<file path="src/hw/rtl/mpva_pkg.sv">
// Shared types and constants for the MIDI parser and voice allocator.
// Depends on nothing; the parser, allocator and top level import it.
`timescale 1ns / 1ps

package mpva_pkg;

	// Upper nibbles of the channel status bytes that are decoded
	localparam logic [3:0] STAT_NOTE_OFF = 4'h8;
	localparam logic [3:0] STAT_NOTE_ON  = 4'h9;
	localparam logic [3:0] STAT_CONTROL  = 4'hB;
	localparam logic [3:0] STAT_BEND     = 4'hE;

	// Width of a voice number inside the allocator (up to 32 voices)
	localparam int VIDX_W = 5;

	// Depth of the message queue and of the result queue
	localparam int MSG_DEPTH = 2;
	localparam int RES_DEPTH = 2;

	typedef enum logic [2:0] {
		CMD_OTHER    = 3'd0,
		CMD_NOTE_OFF = 3'd1,
		CMD_NOTE_ON  = 3'd2,
		CMD_CONTROL  = 3'd3,
		CMD_BEND     = 3'd4
	} cmd_t;

	// Operation handed from the parser to the allocator
	typedef enum logic [1:0] {
		OP_ASSIGN  = 2'd0,
		OP_RELEASE = 2'd1,
		OP_CONTROL = 2'd2,
		OP_BEND    = 2'd3
	} op_t;

	typedef enum logic [2:0] {
		KIND_ASSIGNED = 3'd0,
		KIND_DROPPED  = 3'd1,
		KIND_RELEASED = 3'd2,
		KIND_CONTROL  = 3'd3,
		KIND_BEND     = 3'd4
	} kind_t;

	typedef struct packed {
		op_t        op;
		logic [6:0] d1;
		logic [6:0] d2;
	} msg_t;

	typedef struct packed {
		kind_t       kind;
		logic [2:0]  voice_index;
		logic [7:0]  released_mask;
		logic [6:0]  note_number;
		logic [6:0]  controller_number;
		logic [6:0]  controller_value;
		logic [13:0] bend_value;
	} result_t;

endpackage

</file>
<file path="src/hw/rtl/mpva_fifo.sv">
// Small register queue with push/full and pop/empty sides.
// Depends on nothing; used for the message queue and the result queue.
`timescale 1ns / 1ps

module mpva_fifo #(
	parameter int WIDTH = 8,
	parameter int DEPTH = 2
) (
	input  logic             clk,
	input  logic             arst_n,
	input  logic             push,
	input  logic [WIDTH-1:0] wdata,
	output logic             full,
	input  logic             pop,
	output logic [WIDTH-1:0] rdata,
	output logic             empty
);

	localparam int PW = (DEPTH > 1) ? $clog2(DEPTH) : 1;
	localparam int CW = $clog2(DEPTH + 1);

	logic [WIDTH-1:0] data_q [DEPTH];
	logic [PW-1:0]    wr_ptr_q;
	logic [PW-1:0]    rd_ptr_q;
	logic [CW-1:0]    count_q;
	logic             do_push;
	logic             do_pop;

	// Qualify both sides of a transfer
	assign full    = (count_q == CW'(DEPTH));
	assign empty   = (count_q == '0);
	assign do_push = push && !full;
	assign do_pop  = pop && !empty;
	assign rdata   = data_q[rd_ptr_q];

	// Store the incoming entry
	always_ff @(posedge clk) begin
		if (do_push) begin
			data_q[wr_ptr_q] <= wdata;
		end
	end

	// Advance pointers and track the fill level
	always_ff @(posedge clk or negedge arst_n) begin
		if (!arst_n) begin
			wr_ptr_q <= '0;
			rd_ptr_q <= '0;
			count_q  <= '0;
		end else begin
			if (do_push) begin
				wr_ptr_q <= (wr_ptr_q == PW'(DEPTH - 1)) ? '0 : wr_ptr_q + 1'b1;
			end
			if (do_pop) begin
				rd_ptr_q <= (rd_ptr_q == PW'(DEPTH - 1)) ? '0 : rd_ptr_q + 1'b1;
			end
			if (do_push && !do_pop) begin
				count_q <= count_q + 1'b1;
			end else if (do_pop && !do_push) begin
				count_q <= count_q - 1'b1;
			end
		end
	end

	a_count_bound: assert property (@(posedge clk) disable iff (!arst_n)
		count_q <= CW'(DEPTH))
		else $error("queue fill level beyond depth");

	a_count_up: assert property (@(posedge clk) disable iff (!arst_n)
		(do_push && !do_pop) |=> (count_q == $past(count_q) + 1'b1))
		else $error("queue fill level did not grow on push");

endmodule

</file>
<file path="src/hw/rtl/mpva_front.sv">
// Byte parser: tracks running status and pairs data bytes into messages.
// Depends on mpva_pkg for the command, operation and message types.
`timescale 1ns / 1ps

module mpva_front import mpva_pkg::*; (
	input  logic       clk,
	input  logic       arst_n,
	input  logic       accept,
	input  logic [7:0] midi_byte,
	output logic       msg_push,
	output msg_t       msg
);

	cmd_t       cmd_q;
	cmd_t       cmd_dec;
	logic       slot_valid_q;
	logic [6:0] slot_q;
	logic       is_status;
	logic       pair_done;

	assign is_status = midi_byte[7];
	assign pair_done = accept && !is_status && slot_valid_q;

	// Decode the status nibble
	always_comb begin
		unique case (midi_byte[7:4])
			STAT_NOTE_OFF: cmd_dec = CMD_NOTE_OFF;
			STAT_NOTE_ON:  cmd_dec = CMD_NOTE_ON;
			STAT_CONTROL:  cmd_dec = CMD_CONTROL;
			STAT_BEND:     cmd_dec = CMD_BEND;
			default:       cmd_dec = CMD_OTHER;
		endcase
	end

	// Classify a completed pair; unknown commands are dropped here
	always_comb begin
		msg.d1 = slot_q;
		msg.d2 = midi_byte[6:0];
		msg.op = OP_CONTROL;
		msg_push = 1'b0;
		unique case (cmd_q)
			CMD_NOTE_ON: begin
				msg.op   = (midi_byte[6:0] != 7'd0) ? OP_ASSIGN : OP_RELEASE;
				msg_push = pair_done;
			end
			CMD_NOTE_OFF: begin
				msg.op   = OP_RELEASE;
				msg_push = pair_done;
			end
			CMD_CONTROL: begin
				msg.op   = OP_CONTROL;
				msg_push = pair_done;
			end
			CMD_BEND: begin
				msg.op   = OP_BEND;
				msg_push = pair_done;
			end
			default: begin
				msg_push = 1'b0;
			end
		endcase
	end

	// Hold the first data byte of a pair
	always_ff @(posedge clk) begin
		if (accept && !is_status && !slot_valid_q) begin
			slot_q <= midi_byte[6:0];
		end
	end

	// Update running status and the data slot
	always_ff @(posedge clk or negedge arst_n) begin
		if (!arst_n) begin
			cmd_q        <= CMD_OTHER;
			slot_valid_q <= 1'b0;
		end else if (accept) begin
			if (is_status) begin
				cmd_q        <= cmd_dec;
				slot_valid_q <= 1'b0;
			end else begin
				slot_valid_q <= !slot_valid_q;
			end
		end
	end

endmodule

</file>
<file path="src/hw/rtl/mpva_back.sv">
// Voice allocator: carries out parsed messages against the voice table.
// Depends on mpva_pkg for the message and result types.
`timescale 1ns / 1ps

module mpva_back import mpva_pkg::*; #(
	parameter int VOICE_COUNT = 8
) (
	input  logic    clk,
	input  logic    arst_n,
	input  logic    msg_valid,
	input  msg_t    msg,
	output logic    msg_pop,
	input  logic    res_full,
	output logic    res_push,
	output result_t res
);

	localparam int MW = (VOICE_COUNT > 8) ? VOICE_COUNT : 8;

	logic [VOICE_COUNT-1:0] active_q;
	logic [6:0]             note_q [VOICE_COUNT];
	logic [VOICE_COUNT-1:0] free_vec;
	logic [VOICE_COUNT-1:0] first_free;
	logic [VOICE_COUNT-1:0] match;
	logic [MW-1:0]          match_ext;
	logic [VIDX_W-1:0]      free_idx;
	logic                   any_free;
	logic                   fire;

	assign fire     = msg_valid && !res_full;
	assign msg_pop  = fire;
	assign res_push = fire;

	// Find the lowest free voice
	assign free_vec   = ~active_q;
	assign first_free = free_vec & (~free_vec + 1'b1);
	assign any_free   = |free_vec;

	always_comb begin
		free_idx = '0;
		for (int v = 0; v < VOICE_COUNT; v++) begin
			if (first_free[v]) begin
				free_idx = free_idx | VIDX_W'(v);
			end
		end
	end

	// Compare the note against every active voice
	always_comb begin
		for (int v = 0; v < VOICE_COUNT; v++) begin
			match[v] = active_q[v] && (note_q[v] == msg.d1);
		end
	end

	assign match_ext = MW'(match);

	// Build the result item
	always_comb begin
		res = '0;
		unique case (msg.op)
			OP_ASSIGN: begin
				res.kind        = any_free ? KIND_ASSIGNED : KIND_DROPPED;
				res.voice_index = any_free ? free_idx[2:0] : 3'd0;
				res.note_number = msg.d1;
			end
			OP_RELEASE: begin
				res.kind          = KIND_RELEASED;
				res.released_mask = match_ext[7:0];
				res.note_number   = msg.d1;
			end
			OP_CONTROL: begin
				res.kind              = KIND_CONTROL;
				res.controller_number = msg.d1;
				res.controller_value  = msg.d2;
			end
			OP_BEND: begin
				res.kind       = KIND_BEND;
				res.bend_value = {msg.d2, msg.d1};
			end
			default: begin
				res = '0;
			end
		endcase
	end

	// Store the note in the voice being taken
	always_ff @(posedge clk) begin
		for (int v = 0; v < VOICE_COUNT; v++) begin
			if (fire && msg.op == OP_ASSIGN && first_free[v]) begin
				note_q[v] <= msg.d1;
			end
		end
	end

	// Take or free voices
	always_ff @(posedge clk or negedge arst_n) begin
		if (!arst_n) begin
			active_q <= '0;
		end else if (fire) begin
			if (msg.op == OP_ASSIGN) begin
				active_q <= active_q | first_free;
			end else if (msg.op == OP_RELEASE) begin
				active_q <= active_q & ~match;
			end
		end
	end

	a_assign_one: assert property (@(posedge clk) disable iff (!arst_n)
		(fire && msg.op == OP_ASSIGN && any_free)
		|=> ($countones(active_q) == $countones($past(active_q)) + 1))
		else $error("note assignment did not take exactly one voice");

	a_release_clears: assert property (@(posedge clk) disable iff (!arst_n)
		(fire && msg.op == OP_RELEASE) |=> ((active_q & $past(match)) == '0))
		else $error("matching voice still active after release");

	a_idle_stable: assert property (@(posedge clk) disable iff (!arst_n)
		!fire |=> $stable(active_q))
		else $error("voice table changed without a transfer");

endmodule

</file>
<file path="src/hw/rtl/midi_parser_voice_allocator.sv">
// MIDI byte parser with polyphonic voice allocation, top level.
// Depends on mpva_pkg, mpva_front, mpva_fifo and mpva_back.
//
// Input channel: one raw MIDI byte per transfer on midi_byte, taken at a
// clock edge with push high and full low. Status bytes set the running
// command; data bytes are paired. A completed pair yields at most one
// result: note assigned or dropped, note released (with a mask of freed
// voices), control change, or pitch bend.
// Result channel: a result sits on the result ports while empty is low and
// is removed at an edge with pop high. One byte per cycle is sustained
// while full stays low. The edge that transfers the byte completing a pair
// writes its message into the message queue; while the message is at the
// head of that queue, the allocator acts on it and, at an edge where the
// result queue is not full, updates the voice table and writes the result
// queue, whose head drives the result ports.
// When the receiver stalls, the two-entry result queue fills, the allocator
// holds, the two-entry message queue fills and full rises; no byte or
// result is lost. Reset clears the running command, the data slot, all
// voices and both queues; the block takes bytes from the first cycle.
`timescale 1ns / 1ps

module midi_parser_voice_allocator import mpva_pkg::*; #(
	parameter int VOICE_COUNT = 8
) (
	input  logic        clk,
	input  logic        arst_n,
	input  logic        push,
	input  logic [7:0]  midi_byte,
	output logic        full,
	input  logic        pop,
	output logic        empty,
	output logic [2:0]  event_kind,
	output logic [2:0]  voice_index,
	output logic [7:0]  released_mask,
	output logic [6:0]  note_number,
	output logic [6:0]  controller_number,
	output logic [6:0]  controller_value,
	output logic [13:0] bend_value
);

	logic    accept;
	logic    msg_push;
	msg_t    msg_in;
	logic    msg_full;
	logic    msg_empty;
	logic    msg_pop;
	msg_t    msg_head;
	logic    res_push;
	result_t res_in;
	logic    res_full;
	result_t res_head;

	// Stall input whenever the message queue is full
	assign full   = msg_full;
	assign accept = push && !msg_full;

	// Parse bytes into messages
	mpva_front u_front (
		.clk       (clk),
		.arst_n    (arst_n),
		.accept    (accept),
		.midi_byte (midi_byte),
		.msg_push  (msg_push),
		.msg       (msg_in)
	);

	// Decouple parser from allocator
	mpva_fifo #(
		.WIDTH ($bits(msg_t)),
		.DEPTH (MSG_DEPTH)
	) u_msg_fifo (
		.clk    (clk),
		.arst_n (arst_n),
		.push   (msg_push),
		.wdata  (msg_in),
		.full   (msg_full),
		.pop    (msg_pop),
		.rdata  (msg_head),
		.empty  (msg_empty)
	);

	// Allocate and release voices
	mpva_back #(
		.VOICE_COUNT (VOICE_COUNT)
	) u_back (
		.clk       (clk),
		.arst_n    (arst_n),
		.msg_valid (!msg_empty),
		.msg       (msg_head),
		.msg_pop   (msg_pop),
		.res_full  (res_full),
		.res_push  (res_push),
		.res       (res_in)
	);

	// Hold results for the receiver
	mpva_fifo #(
		.WIDTH ($bits(result_t)),
		.DEPTH (RES_DEPTH)
	) u_res_fifo (
		.clk    (clk),
		.arst_n (arst_n),
		.push   (res_push),
		.wdata  (res_in),
		.full   (res_full),
		.pop    (pop),
		.rdata  (res_head),
		.empty  (empty)
	);

	assign event_kind        = res_head.kind;
	assign voice_index       = res_head.voice_index;
	assign released_mask     = res_head.released_mask;
	assign note_number       = res_head.note_number;
	assign controller_number = res_head.controller_number;
	assign controller_value  = res_head.controller_value;
	assign bend_value        = res_head.bend_value;

endmodule

</file>
<file path="config.mk">
export PLATFORM = sky130hd
export DESIGN_NAME = midi_parser_voice_allocator
export DESIGN_NICKNAME = d
export VERILOG_FILES = /design/src/hw/rtl/mpva_pkg.sv /design/src/hw/rtl/mpva_fifo.sv /design/src/hw/rtl/mpva_front.sv /design/src/hw/rtl/mpva_back.sv /design/src/hw/rtl/midi_parser_voice_allocator.sv
export SDC_FILE = /design/constraint.sdc
export NUM_CORES = 1
export LEC_CHECK = 0
export BUFFER_PORTS_ARGS = -buffer_cell sky130_fd_sc_hd__buf_2
export CAP_MARGIN = 25
export CORE_MARGIN = 1.5
export CORE_UTILIZATION = 54
export DETAILED_ROUTE_END_ITERATION = 10
export PLACE_DENSITY = 0.75
export SYNTH_ARGS = -nofsm -noshare
export SYNTH_HDL_FRONTEND = slang
export SYNTH_SLANG_ARGS = --single-unit
export TNS_END_PERCENT = 1
</file>
<file path="constraint.sdc">
create_clock -name clk -period 3 [get_ports clk]
set_input_delay 0.6 -clock clk [delete_from_list [all_inputs] [get_ports clk]]
set_output_delay 0.6 -clock clk [all_outputs]
set_load 0.1 [all_outputs]
</file>
# --- Word level (Yosys, flattened, before mapping) ---
# Memories as Yosys holds them, arrays and structs flattened.
# Index checks and enable logic that the tools add are counted.
# Widths: inputs -> output; s select.
word_totals:
  ramBits: 186
  ff_bits: 27
  wordCells: 179
  mem_count: 3
  inputBits: 12
  out_inout_bits: 51
mem_list:
  columns: ["name", "words", "word_bits", "rd", "rd_ports_with_merged_regs", "write_ports", "line_no", "rtl"]
  rows:
  - ["u_res_fifo.data_q", 2, 49, 1, 0, 1, "mpva_fifo.sv:22", "logic [WIDTH-1:0] data_q [DEPTH];"]
  - ["u_back.note_q", 8, 7, 8, 0, 1, "mpva_back.sv:21", "logic [6:0] note_q [VOICE_COUNT];"]
  - ["u_msg_fifo.data_q", 2, 16, 1, 0, 1, "mpva_fifo.sv:22", null]
classes:
  n_reduce_logical: 59
  addsub: 9
  n_bitwise: 6
  n_eq_ne: 21
  n_mux: 71
op_table:
  columns: ["operator", "n"]
  rows:
  - ["$eq 7x7->1", 8]
  - ["$mux 7", 8]
  - ["$reduce_or 7->1", 7]
  - ["$mux 3", 13]
  - ["$mux 1", 36]
  - ["$logic_and 1x1->1", 30]
  - ["$mux 14", 2]
  - ["$mux 8", 3]
  - ["$not 8->8", 3]
  - ["$pmux 3 s4", 2]
  - ["$and 8x8->8", 2]
  - ["$eq 4x4->1 const B", 4]
  - ["$mux 2", 6]
  - ["$logic_not 1->1", 10]
  - ["$add 8x1->8 const B", 1]
  - ["$eq 2x2->1 const B", 4]
  - ["$or 8x8->8", 1]
  - ["$reduce_or 8->1", 1]
  - ["$reduce_bool 7->1", 1]
  - ["$eq 3x2->1 const B", 2]
  - ["$logic_not 2->1", 3]
  - ["$pmux 2 s3", 1]
  - ["$reduce_bool 2->1", 3]
  - ["$add 1x1->1 const B", 4]
  - ["8 further kinds", 11]

# --- Depth between registers and ports, before layout ---
# Gate-level depths: netlist of the first run.
depth:
  depth_word: 15
  depth_mapped: 10
  ltp_nobuf: 9

# --- By module ---
# A second synthesis of the first run with hierarchy kept.
hier_totals:
  cells_unflattened: 537
  area_unflattened_um2: 9105.0
by_module_without_submodules:
  columns: ["mod", "instances", "cells_per_inst", "area_per_inst_um2"]
  rows:
  - ["mpva_fifo (u_res_fifo)", 1, 172, 3986.3]
  - ["mpva_back", 1, 251, 3181.8]
  - ["mpva_fifo (u_msg_fifo)", 1, 69, 1402.6]
  - ["mpva_front", 1, 43, 516.7]
  - ["midi_parser_voice_allocator", 1, 2, 17.5]

# --- Worst setup path before layout of the first run ---
# OpenSTA, ideal clock, no wires.
synth_path:
  path_kind: "reg-to-reg"
  from: "register u_res_fifo.count_q[0]"
  to: "memory u_res_fifo.data_q[0][0] in the netlist's numbering (enable)"
  setup_ps: 456
  t_arrival_ps: 2805
  synth_period_minus_slack_ps: 3261
  stages_incl_launch_ff: 4
  required_ps: 2544
  setup_slack_ps: -261
  cell_sequence: "dfrtp_1 -> clkbuf_1 -> o22ai_2 -> nor2_1"
synth_between:
  elab_chain_len: 6
synth_rtl:
  columns: ["element", "line_no", "rtl"]
  rows:
  - ["start: declaration", "mpva_fifo.sv:25", "logic [CW-1:0] count_q;"]
  - ["start signal: assignment", "mpva_fifo.sv:57", "count_q <= count_q + 1'b1;"]
  - ["start signal: assignment", "mpva_fifo.sv:59", "count_q <= count_q - 1'b1;"]
  - ["$eq 2x2->1 (*)", "mpva_fifo.sv:30", "assign full = (count_q == CW'(DEPTH));"]
  - ["$logic_not 1->1 (*)", "mpva_fifo.sv:32, mpva_back.sv:30", null]
  - ["$logic_and 1x1->1", "mpva_back.sv:30", "assign fire = msg_valid && !res_full;"]
  - ["$logic_and 1x1->1 (*)", "mpva_fifo.sv:32", "assign do_push = push && !full;"]
  - ["$mux 1 (*)", "mpva_fifo.sv:38", "if (do_push) begin"]
  - ["$mux 1 (implied by the code) (*)", "mpva_fifo.sv:39", "data_q[wr_ptr_q] <= wdata;"]
  - ["end: declaration", "mpva_fifo.sv:22", null]
# Every way passes the cells marked *; elsewhere a longest branch is shown, timed or not.

# --- Final worst setup path of the first run ---
layout_path:
  from: "register u_msg_fifo.rd_ptr_q"
  to: "register u_back.active_q[1]"
layout_between:
  elab_chain_len: 7
  word_cells_on_any_way: 11
  classes_between: "eq/ne (2); mux (2); bitwise (2); reduce/logical (4); memory (1)"
layout_rtl:
  columns: ["element", "line_no", "rtl"]
  rows:
  - ["start: declaration", "mpva_fifo.sv:24", "logic [PW-1:0] rd_ptr_q;"]
  - ["start signal: assignment", "mpva_fifo.sv:54", "rd_ptr_q <= (rd_ptr_q == PW'(DEPTH - 1)) ? '0 : rd_ptr_q + 1'b1;"]
  - ["$mem_v2 2x16 (*)", null, null]
  - ["$eq 7x7->1", "mpva_back.sv:51", "match[v] = active_q[v] && (note_q[v] == msg.d1);"]
  - ["$logic_and 1x1->1", "mpva_back.sv:51", null]
  - ["$not 8->8", "mpva_back.sv:103", "active_q <= active_q & ~match;"]
  - ["$and 8x8->8", "mpva_back.sv:103", null]
  - ["$mux 8", "mpva_back.sv:102", "end else if (msg.op == OP_RELEASE) begin"]
  - ["$mux 8", "mpva_back.sv:100", "if (msg.op == OP_ASSIGN) begin"]
  - ["end signal: assignment", "mpva_back.sv:101", "active_q <= active_q | first_free;"]
  - ["end signal: assignment", "mpva_back.sv:103", null]
  - ["end: declaration", "mpva_back.sv:20", "logic [VOICE_COUNT-1:0] active_q;"]
# Every way passes the cells marked *; elsewhere a longest branch is shown, timed or not. The select of a mux whose other input is x is not followed.
# A chain may end at the register's enable or synchronous reset.

==> results of run 1 <==
## layout make-up
| cell class | instances | area share [%] |
|---|---|---|
| flip-flops and latches | 213 | 62.4 |
| well taps | 216 | 2.68 |
| clock buffers | 25 | 5.78 |
| multi-input cells | 283 | 22.4 |
| inverters | 17 | 0.632 |
| repair buffers | 81 | 4.73 |
| clock inverters | 14 | 1.39 |
## logic make-up (layout without fill, tap and decap cells)
| family | after synthesis | count (layout) | synth area share, % |
|---|---|---|---|
| xor gates and xnor gates | 70 | 70 | 7.03 |
| DFF | 213 | 213 | 72.2 |
| adders and majority gates | 6 | 6 | 0.860 |
| buffers and inverters | 36 | 137 | 2.01 |
| AOI/OAI and AO/OA | 22 | 22 | 1.89 |
| muxes | 65 | 65 | 8.78 |
| and+or+nand+nor | 120 | 120 | 7.28 |
## metrics by stage
| step | util [%] | hold slack [ns] |
|---|---|---|
| after floorplan | - | 0.304 |
| after global placement | 59.2 | 0.425 |
| after detailed placement | 59.2 | 0.446 |
| after CTS | 63.8 | 0.0741 |
| after global routing | 63.8 | 0.0998 |
| final | 63.8 | 0.0834 |
## layer usage
metal | GRT usage (%) | up-vias | wire length [um]
met1 | 25.7 | 2313 | 6840
met4 | 5.29 | 0 | 281
met2 | 33.1 | 135 | 8180
met3 | 3.85 | 25 | 901
met5 | 0 | - | 0
li1 | - | 2131 | -
## worst min path at each step
stage / depth (start not counted) / endpoint
after floorplan: 0 / u_back.active_q[0]
after global placement: 0 / u_msg_fifo.data_q[1][7]
after detailed placement: 0 / u_msg_fifo.data_q[1][13]
after CTS: 1 / u_back.active_q[7]
after global routing: 1 / u_back.active_q[1]
final: 1 / u_back.active_q[3]
## cells in the final DEF (no fill, tap or decap), types with 2 or more instances in the layout
cell / synthesis / layout
edfxtp_1: 193 / 193
buf_2: 2 / 62
mux2_2: 49 / 49
xnor2_1: 44 / 44
nor2_1: 32 / 31
nor2b_1: 30 / 30
xor2_1: 26 / 26
clkbuf_16: 0 / 23
dfrtp_1: 20 / 19
inv_1: 17 / 17
buf_4: 4 / 17
nand2_1: 16 / 16
mux2i_1: 11 / 11
nand4_1: 8 / 8
nor4_1: 8 / 8
o21ai_0: 6 / 6
nor3_1: 6 / 6
ha_1: 6 / 6
clkinv_1: 0 / 6
and3_1: 5 / 5
nand3_1: 5 / 5
o22a_1: 5 / 5
mux2i_4: 4 / 4
clkinv_2: 0 / 4
nand2b_1: 3 / 3
bufinv_16: 0 / 3
a21oi_1: 2 / 2
nor4_2: 2 / 2
clkbuf_1: 7 / 2
buf_12: 0 / 2
## registers in the layout, indices dropped and copies added, names as in the netlist
| register | flops |
|---|---|
| u_res_fifo.wr_ptr_q | 1 |
| u_front.slot_valid_q | 1 |
| u_res_fifo.count_q | 2 |
| u_res_fifo.rd_ptr_q | 1 |
| u_front.slot_q | 7 |
| u_front.cmd_q | 3 |
| u_msg_fifo.data_q | 32 |
| u_res_fifo.data_q | 98 |
| u_msg_fifo.count_q | 2 |
| u_msg_fifo.rd_ptr_q | 1 |
| u_msg_fifo.wr_ptr_q | 1 |
| u_back.active_q | 8 |
| u_back.note_q | 56 |
==> impl_results.md, run 1 <==
* Arrival @ worst endpoint at 2.89 ns
* # diodes at 0
* Max_cap viols at 0
* Core region area at 15800 um^2
* Fraction of registers with async set/reset at 9.39%
* Worst slew pin tran at 0.834 ns
* Multi-input gate area at 2260 um^2
* Clock sinks at 213
* Synth cell count leaders: edfxtp_1, mux2_2, xnor2_1
* Post-synth EDFFs at 193
* Worst path max stage delay at 0.77 ns
* Estimated wirelength of the detail-placed design at 10600 um
* Synth top area share at 66.4%
* Remaining Overflow, GRT at 0
* Most instantiated library cell after synthesis: edfxtp_1
* First-pass GRT wire length at 24700 um
* Worst setup startpoint: u_msg_fifo.rd_ptr_q
* FF-to-FF End: u_back.active_q[1]
* Slew Viols, Final at 0
* Final instance area at 10100 um^2
* Post-synthesis sequential area ratio at 72.2%
* Hold Vio Cnt, Final at 0
* Layout cells sized above 1 at 27.5%
* CP max stage cell: mux2i_2
* Place WS at 0.492 ns
* Htree depth at 1
* Setup violators final at 0
* Worst Path Buf+Inv at 1
* Synth warn at 0
* Max_slew headroom at 43.3%
* Post_cts resized at 0
* Reg-to-Reg Start: u_msg_fifo.rd_ptr_q
* Core Rows at 46
* Worst-skew pair later-pin latency at 0.49 ns
* GRT Total Usage at 19.4%
* Mean Syn Cell Area at 16.4 um^2
* Post-Layout Cell Count at 849
* Reg area at 6300 um^2
* Crit-path cells: buf_4 > mux2i_2 > xnor2_1 > nor4_1 > nand4_1 > o22a_1
* Routed via count at 4604
* Root Buffer: clkbuf_16
* Initial antenna violation count at 0
* Die Span Y at 130 um
* Critical Path Sink Type: register
* Total Wirelength at 16200 um
* Gate Count Post-Synth at 532
* Crit path max-delay family: multiplexers
* Synth area leader: edfxtp_1
* Syn Nets at 550
* Setup TNS at 0 ns
* Clk buf depth at 3
* Nets at 636
* Initial DRC Count at 385
* Worst R2R Path Depth at 6
* Startpoint types: register
* Placed insts at 810
* Unique masters post-synth at 41
* PortBufs at 62
* GP Congestion at 0.864
* Die area at 16900 um^2
* Drc violations at 0
* Critical path type: register to register
* RSZ-0062 raised after global routing: no
* CP endpoint: u_back.active_q[1]
* CP Max Fanout at 15
* First-pass detailed-route iteration total at 5
* Dominant cells by area after synthesis: edfxtp_1, mux2_2, dfrtp_1
* CTS tree: done
* ANT nets after route at 0
* IO Pins at 63
* Chip width at 130 um
* CTS Buf Count at 22
* Minimum clock period at 2.52 ns
* Final setup margin at 0.481 ns
* Clock skew at 0.0137 ns
* Mapped cell area at 8730 um^2
* Final Cycle Share at 84.0%
* FMAX at 397 MHz
* Ys flop type: edfxtp_1
* DR WL/cell at 19.1 um
* Clock slew seen by the registers of the worst setup and hold paths at 0.06 ns
* WP depth at 6
* Fill count at 1099
* Placed instance area at 9370 um^2
* R2r setup slk at 0.48 ns
* Vias in the first global route at 4478
* Vias per std cell at 5.42
* Area Overhead vs Synth at 15.7%
* Worst path required time at 3.38 ns
* Starting Density at 55.1%
* Post-CTS setup repair buffer count at 0
* Status: completed
* Hold WC Path Type: primary input to asynchronous set/reset pin
* Largest net degree at the start of global routing at 50
* Synth Register Bits at 213
* CTS Hold Bufs at 0
Power of run 1 is left out: the tool's default activity adds up to more than one toggle a clock period on the data nets, which glitch-free logic cannot reach.
==> run 2: changes to the inputs <==
--- a/config.mk
+++ b/config.mk
@@ -8,9 +8,9 @@
 export BUFFER_PORTS_ARGS = -buffer_cell sky130_fd_sc_hd__buf_2
 export CAP_MARGIN = 25
 export CORE_MARGIN = 1.5
-export CORE_UTILIZATION = 54
+export CORE_UTILIZATION = 59
 export DETAILED_ROUTE_END_ITERATION = 10
-export PLACE_DENSITY = 0.75
+export PLACE_DENSITY = 0.78
 export SYNTH_ARGS = -nofsm -noshare
 export SYNTH_HDL_FRONTEND = slang
 export SYNTH_SLANG_ARGS = --single-unit
==> constraint.sdc (replaced) <==
create_clock -name clk -period 2.43 [get_ports clk]
set_input_delay 0.486 -clock clk [delete_from_list [all_inputs] [get_ports clk]]
set_output_delay 0.486 -clock clk [all_outputs]
set_load 0.1 [all_outputs]
==> impl_results.md, run 2 (synthesis results as in run 1) <==
* Die area at 15500 um^2 (was 16900 um^2)
* Reg-to-Reg Start: u_msg_fifo.rd_ptr_q (unchanged)
* Largest regs: u_res_fifo.data_q (98), u_back.note_q (56), u_msg_fifo.data_q (32) (unchanged)
* Fill count at 754 (was 1099)
* Initial DRC Count at 319 (was 385)
* Most flops, register: u_res_fifo.data_q (unchanged)
* Critical path type: register to primary output (was register to register)
* Drc violations at 0 (unchanged)
* Nets at 648 (was 636)
* Most common cell after layout, fill and taps aside: edfxtp_1 (unchanged)
* First-pass GRT wire length at 26000 um (was 24700 um)
* Status: completed (unchanged)
* Final setup margin at 0.0835 ns (was 0.481 ns)
* Vias in the first global route at 4791 (was 4478)
* Setup violators final at 0 (unchanged)
* Core Rows at 44 (was 46)
* Starting Density at 60.3% (was 55.1%)
* Chip width at 125 um (was 130 um)
* Total Wirelength at 17000 um (was 16200 um)
* R2r setup slk at 0.12 ns (was 0.48 ns)
* Startpoint types: register (unchanged)
* Vias per std cell at 5.73 (was 5.42)
* Place WS at 0.0856 ns (was 0.492 ns)
* CP Max Fanout at 31 (was 15)
* Remaining Overflow, GRT at 0 (unchanged)
* Arrival @ worst endpoint at 1.86 ns (was 2.89 ns)
* Flip-flop count of the largest register after layout at 98 (unchanged)
* First-pass detailed-route iteration total at 4 (was 5)
* Worst path required time at 1.94 ns (was 3.38 ns)
* Clock skew at 0.0131 ns (was 0.0137 ns)
* FF-to-FF End: u_back.active_q[3] (was u_back.active_q[1])
* Slew Viols, Final at 0 (unchanged)
* Die Span Y at 125 um (was 130 um)
* GRT Total Usage at 21.6% (was 19.4%)
* Hold Vio Cnt, Final at 0 (unchanged)
* Clk buf depth at 3 (unchanged)
* GP Congestion at 0.845 (was 0.864)
* ANT nets after route at 0 (unchanged)
* Initial antenna violation count at 0 (unchanged)
* Clock slew seen by the registers of the worst setup and hold paths at 0.06 ns (about the same)
* PortBufs at 62 (unchanged)
* Critical Path Sink Type: primary output (was register)
* Area Overhead vs Synth at 24.8% (was 15.7%)
* IO Pins at 63 (unchanged)
* # diodes at 0 (unchanged)
* Estimated wirelength of the detail-placed design at 11000 um (was 10600 um)
* Routed via count at 4743 (was 4604)
* Htree depth at 1 (unchanged)
* CTS tree: done (unchanged)
* Root Buffer: clkbuf_16 (unchanged)
* Commonest non-fill, non-tap cells in the layout: edfxtp_1, buf_12, mux2_2, xnor2_1, nor2b_1 (was edfxtp_1, buf_2, mux2_2, xnor2_1, nor2_1)
* CTS Buf Count at 21 (was 22)
* Hold WC Path Type: primary input to register (was primary input to asynchronous set/reset pin)
* Worst slew pin tran at 0.559 ns (was 0.834 ns)
* Minimum clock period at 2.35 ns
* Hold_sp: midi_byte[0]
* Max_cap viols at 0 (unchanged)
* Layout cells sized above 1 at 29.7% (was 27.5%)
* FMAX at 426 MHz
* Max_slew headroom at 62.3% (was 43.3%)
* Hold endpoint: u_front.slot_q[0]
* Worst R2R Path Depth at 7 (was 6)
* Worst-skew pair later-pin latency at 0.48 ns (was 0.49 ns)
* DR WL/cell at 20.5 um (was 19.1 um)
* Final Cycle Share at 96.6%
* Largest net degree at the start of global routing at 32 (was 50)
* Hold path depth at 1
* Core region area at 14500 um^2 (was 15800 um^2)
* Clock sinks at 213 (unchanged)
## run 2: layout make-up
cell class	count	area (um^2)	share of cell area, %
Timing Repair Buffer	94	1340	12.3
Sequential cell	213	6300	57.8
Multi-Input combinational cell	283	2300	21.1
Clock buffer	29	586	5.38
Tap cell	184	230	2.11
Inverter	17	63.8	0.586
Clock inverter	8	70.1	0.643
## run 2: layer usage
metal / track usage (%) / share of wire [%] / up-vias
met4: 6.36 / 2.1 / 0
met3: 3.69 / 6.0 / 35
met1: 28.2 / 40 / 2359
met5: 0 / 0 / -
met2: 37.6 / 52 / 209
li1: - / - / 2140
## run 2: critical path, cell delays in order (launching register included)
cell and delay [ns]:
dfrtp_2 0.53, buf_12 0.24, mux2_2 0.41, buf_12 0.18
## run 2: timing repair
action | 4_1_cts | 5_1_grt
hold buffers | 1 | 0
setup buffers | 0 | 2
resized for setup | 1 | 6
hold endpoints to repair | 20 | 0
endpoints found under the setup margin | 7 | 33
## run 2: through the flow
step	cell area, um^2	hold slack (ns)	TNS [ns]	cells	util [%]
2_1_floorplan	8740	0.190	-4.95	532	-
3_3_place_gp	10200	0.431	0	788	70.2
3_5_place_dp	10200	0.430	0	788	70.2
4_1_cts	10800	0.247	0	826	74.9
5_1_grt	10900	0.248	-0.843	828	75.2
6_report	10900	0.258	0	828	75.2
## run 2: worst max path at each step
stage / start / endpoint / slack [ns] / depth (start not counted)
floorplan: u_msg_fifo.rd_ptr_q / u_back.note_q[1][0] / -0.16 / 6
global placement: u_msg_fifo.rd_ptr_q / u_back.active_q[5] / 0.12 / 6
detailed placement: u_msg_fifo.rd_ptr_q / u_back.active_q[5] / 0.09 / 6
CTS: u_msg_fifo.rd_ptr_q / u_res_fifo.data_q[1][40] / 0.03 / 6
global route: u_msg_fifo.rd_ptr_q / u_back.note_q[1][16] / -0.08 / 6
finish: u_res_fifo.rd_ptr_q / released_mask[5] / 0.08 / 3
Power of run 2 is left out for the same reason.
==> run 3: changes to the inputs <==
--- a/config.mk
+++ b/config.mk
@@ -11,6 +11,7 @@
 export CORE_UTILIZATION = 59
 export DETAILED_ROUTE_END_ITERATION = 10
 export PLACE_DENSITY = 0.78
+export RECOVER_POWER = 100
 export SYNTH_ARGS = -nofsm -noshare
 export SYNTH_HDL_FRONTEND = slang
 export SYNTH_SLANG_ARGS = --single-unit
==> impl_results.md, run 3 (synthesis results as in run 1) <==
* Die area at 15500 um^2 (unchanged)
* Largest regs: u_res_fifo.data_q (98), u_back.note_q (56), u_msg_fifo.data_q (32) (unchanged)
* Core Rows at 44 (unchanged)
* Setup TNS at 0 ns (unchanged)
* FF-to-FF End: u_back.active_q[3] (unchanged)
* # diodes at 0 (unchanged)
* Startpoint types: register (unchanged)
* CTS tree: done (unchanged)
* Most common cell after layout, fill and taps aside: edfxtp_1 (unchanged)
* Worst path required time at 1.94 ns (about the same)
* Hold_sp: midi_byte[0] (unchanged)
* Reg area at 6300 um^2 (unchanged)
* Commonest non-fill, non-tap cells in the layout: edfxtp_1, buf_12, mux2_2, xnor2_1, nor2b_1 (unchanged)
* Fill count at 766 (was 754)
* Vias in the first global route at 4791 (unchanged)
* R2r setup slk at 0.14 ns (was 0.12 ns)
* Arrival @ worst endpoint at 1.86 ns (about the same)
* ANT nets after route at 0 (unchanged)
* Placed instance area at 10200 um^2 (unchanged)
* Routed via count at 4763 (was 4743)
* Clock slew seen by the registers of the worst setup and hold paths at 0.07 ns (was 0.06 ns)
* IO Pins at 63 (unchanged)
* Chip width at 125 um (unchanged)
* Critical path type: register to primary output (unchanged)
* Flip-flop count of the largest register after layout at 98 (unchanged)
* Minimum clock period at 2.35 ns (about the same)
* Multi-input gate area at 2300 um^2 (unchanged)
* Initial antenna violation count at 0 (unchanged)
* Most flops, register: u_res_fifo.data_q (unchanged)
* CP Max Fanout at 31 (unchanged)
* Slew Viols, Final at 0 (unchanged)
* Reg-to-Reg Start: u_msg_fifo.rd_ptr_q (unchanged)
* Root Buffer: clkbuf_16 (unchanged)
* Final instance area at 10900 um^2 (about the same)
* Die Span Y at 125 um (unchanged)
* Max_cap viols at 0 (unchanged)
* Largest net degree at the start of global routing at 32 (unchanged)
* Initial DRC Count at 360 (was 319)
* Total Wirelength at 17100 um (was 17000 um)
* Hold Vio Cnt, Final at 0 (unchanged)
* Worst slew pin tran at 1.27 ns (was 0.559 ns)
* CTS Buf Count at 21 (unchanged)
* Starting Density at 60.3% (unchanged)
* Htree depth at 1 (unchanged)
* Hold WC Path Type: primary input to register (unchanged)
* Worst-skew pair later-pin latency at 0.48 ns (about the same)
* Area Overhead vs Synth at 24.6% (was 24.8%)
* Clk buf depth at 3 (unchanged)
* Vias per std cell at 5.75 (was 5.73)
* Setup violators final at 0 (unchanged)
* Status: completed (unchanged)
* PortBufs at 62 (unchanged)
* Hold endpoint: u_front.slot_q[0] (unchanged)
* First-pass detailed-route iteration total at 5 (was 4)
* FMAX at 426 MHz (about the same)
* Remaining Overflow, GRT at 0 (unchanged)
* Max_slew headroom at 15.6% (was 62.3%)
* Layout cells sized above 1 at 28.3% (was 29.7%)
* GP Congestion at 0.845 (unchanged)
* Core region area at 14500 um^2 (unchanged)
* Final core utilization at 75.1% (was 75.2%)
* Estimated wirelength of the detail-placed design at 11000 um (unchanged)
* Hold path depth at 1 (unchanged)
* Nets at 648 (unchanged)
* Worst R2R Path Depth at 7 (unchanged)
* GRT Total Usage at 21.6% (unchanged)
* Final Cycle Share at 96.6% (about the same)
* Clock skew at 0.0106 ns (was 0.0131 ns)
* DR WL/cell at 20.6 um (was 20.5 um)
* Clock sinks at 213 (unchanged)
* Critical Path Sink Type: primary output (unchanged)
* First-pass GRT wire length at 26000 um (unchanged)
* Drc violations at 0 (unchanged)
==> run 3: cell count changes in the layout (fill, tap and decap cells not counted), sizes merged <==
| cell | previous run | this run |
|---|---|---|
| clkbuf | 29 | 40 |
| buf | 93 | 82 |
==> run 3: how the worst max path moves through the flow <==
stage | startpoint | to | slack, ns | cells after the start
after detailed placement | u_msg_fifo.rd_ptr_q | u_back.active_q[5] | 0.09 | 6
after global placement | u_msg_fifo.rd_ptr_q | u_back.active_q[5] | 0.12 | 6
after CTS | u_msg_fifo.rd_ptr_q | u_res_fifo.data_q[1][40] | 0.03 | 6
after floorplan | u_msg_fifo.rd_ptr_q | u_back.note_q[1][0] | -0.16 | 6
after global routing | u_msg_fifo.rd_ptr_q | u_back.note_q[1][16] | -0.08 | 6
final | u_res_fifo.rd_ptr_q | released_mask[5] | 0.08 | 3
==> run 3: critical path, cell delays in order (launching register included) <==
cell and delay [ns]:
dfrtp_2 0.53, buf_12 0.24, mux2_2 0.41, buf_12 0.18
==> run 3: routing by layer <==
layer / wire length [um] / part of all wire [%] / track usage (%) / up-vias
met5: 0 / 0 / 0 / -
met4: 364 / 2.1 / 6.36 / 0
met3: 1010 / 5.9 / 3.69 / 43
met2: 8830 / 52 / 37.6 / 209
met1: 6870 / 40 / 28.2 / 2371
li1: - / - / - / 2140
==> run 3: stage by stage <==
step	instances	setup slack, ns	hold WS (ns)
global placement	788	0.125	0.431
floorplan	532	-0.163	0.190
CTS	826	0.0318	0.247
finish	828	0.0833	0.334
global route	828	-0.0826	0.327
detailed placement	788	0.0856	0.430
==> run 3: area by class of cell <==
class	count	area share, %
clock buffers	29	5.39
inverters	17	0.587
well taps	184	2.12
multi-input cells	283	21.2
clock inverters	8	0.644
repair buffers	94	12.2
flip-flops and latches	213	57.9
==> run 3: timing repair <==
| item | 4_1_cts | 5_1_grt |
|---|---|---|
| endpoints found under the setup margin | 7 | 33 |
| pin swaps | 0 | 0 |
| buffers inserted | 0 | 2 |
| hold buffers | 1 | 0 |
| hold endpoints to repair | 20 | 0 |
| gates resized for setup | 1 | 6 |
Power of run 3 is left out for the same reason.
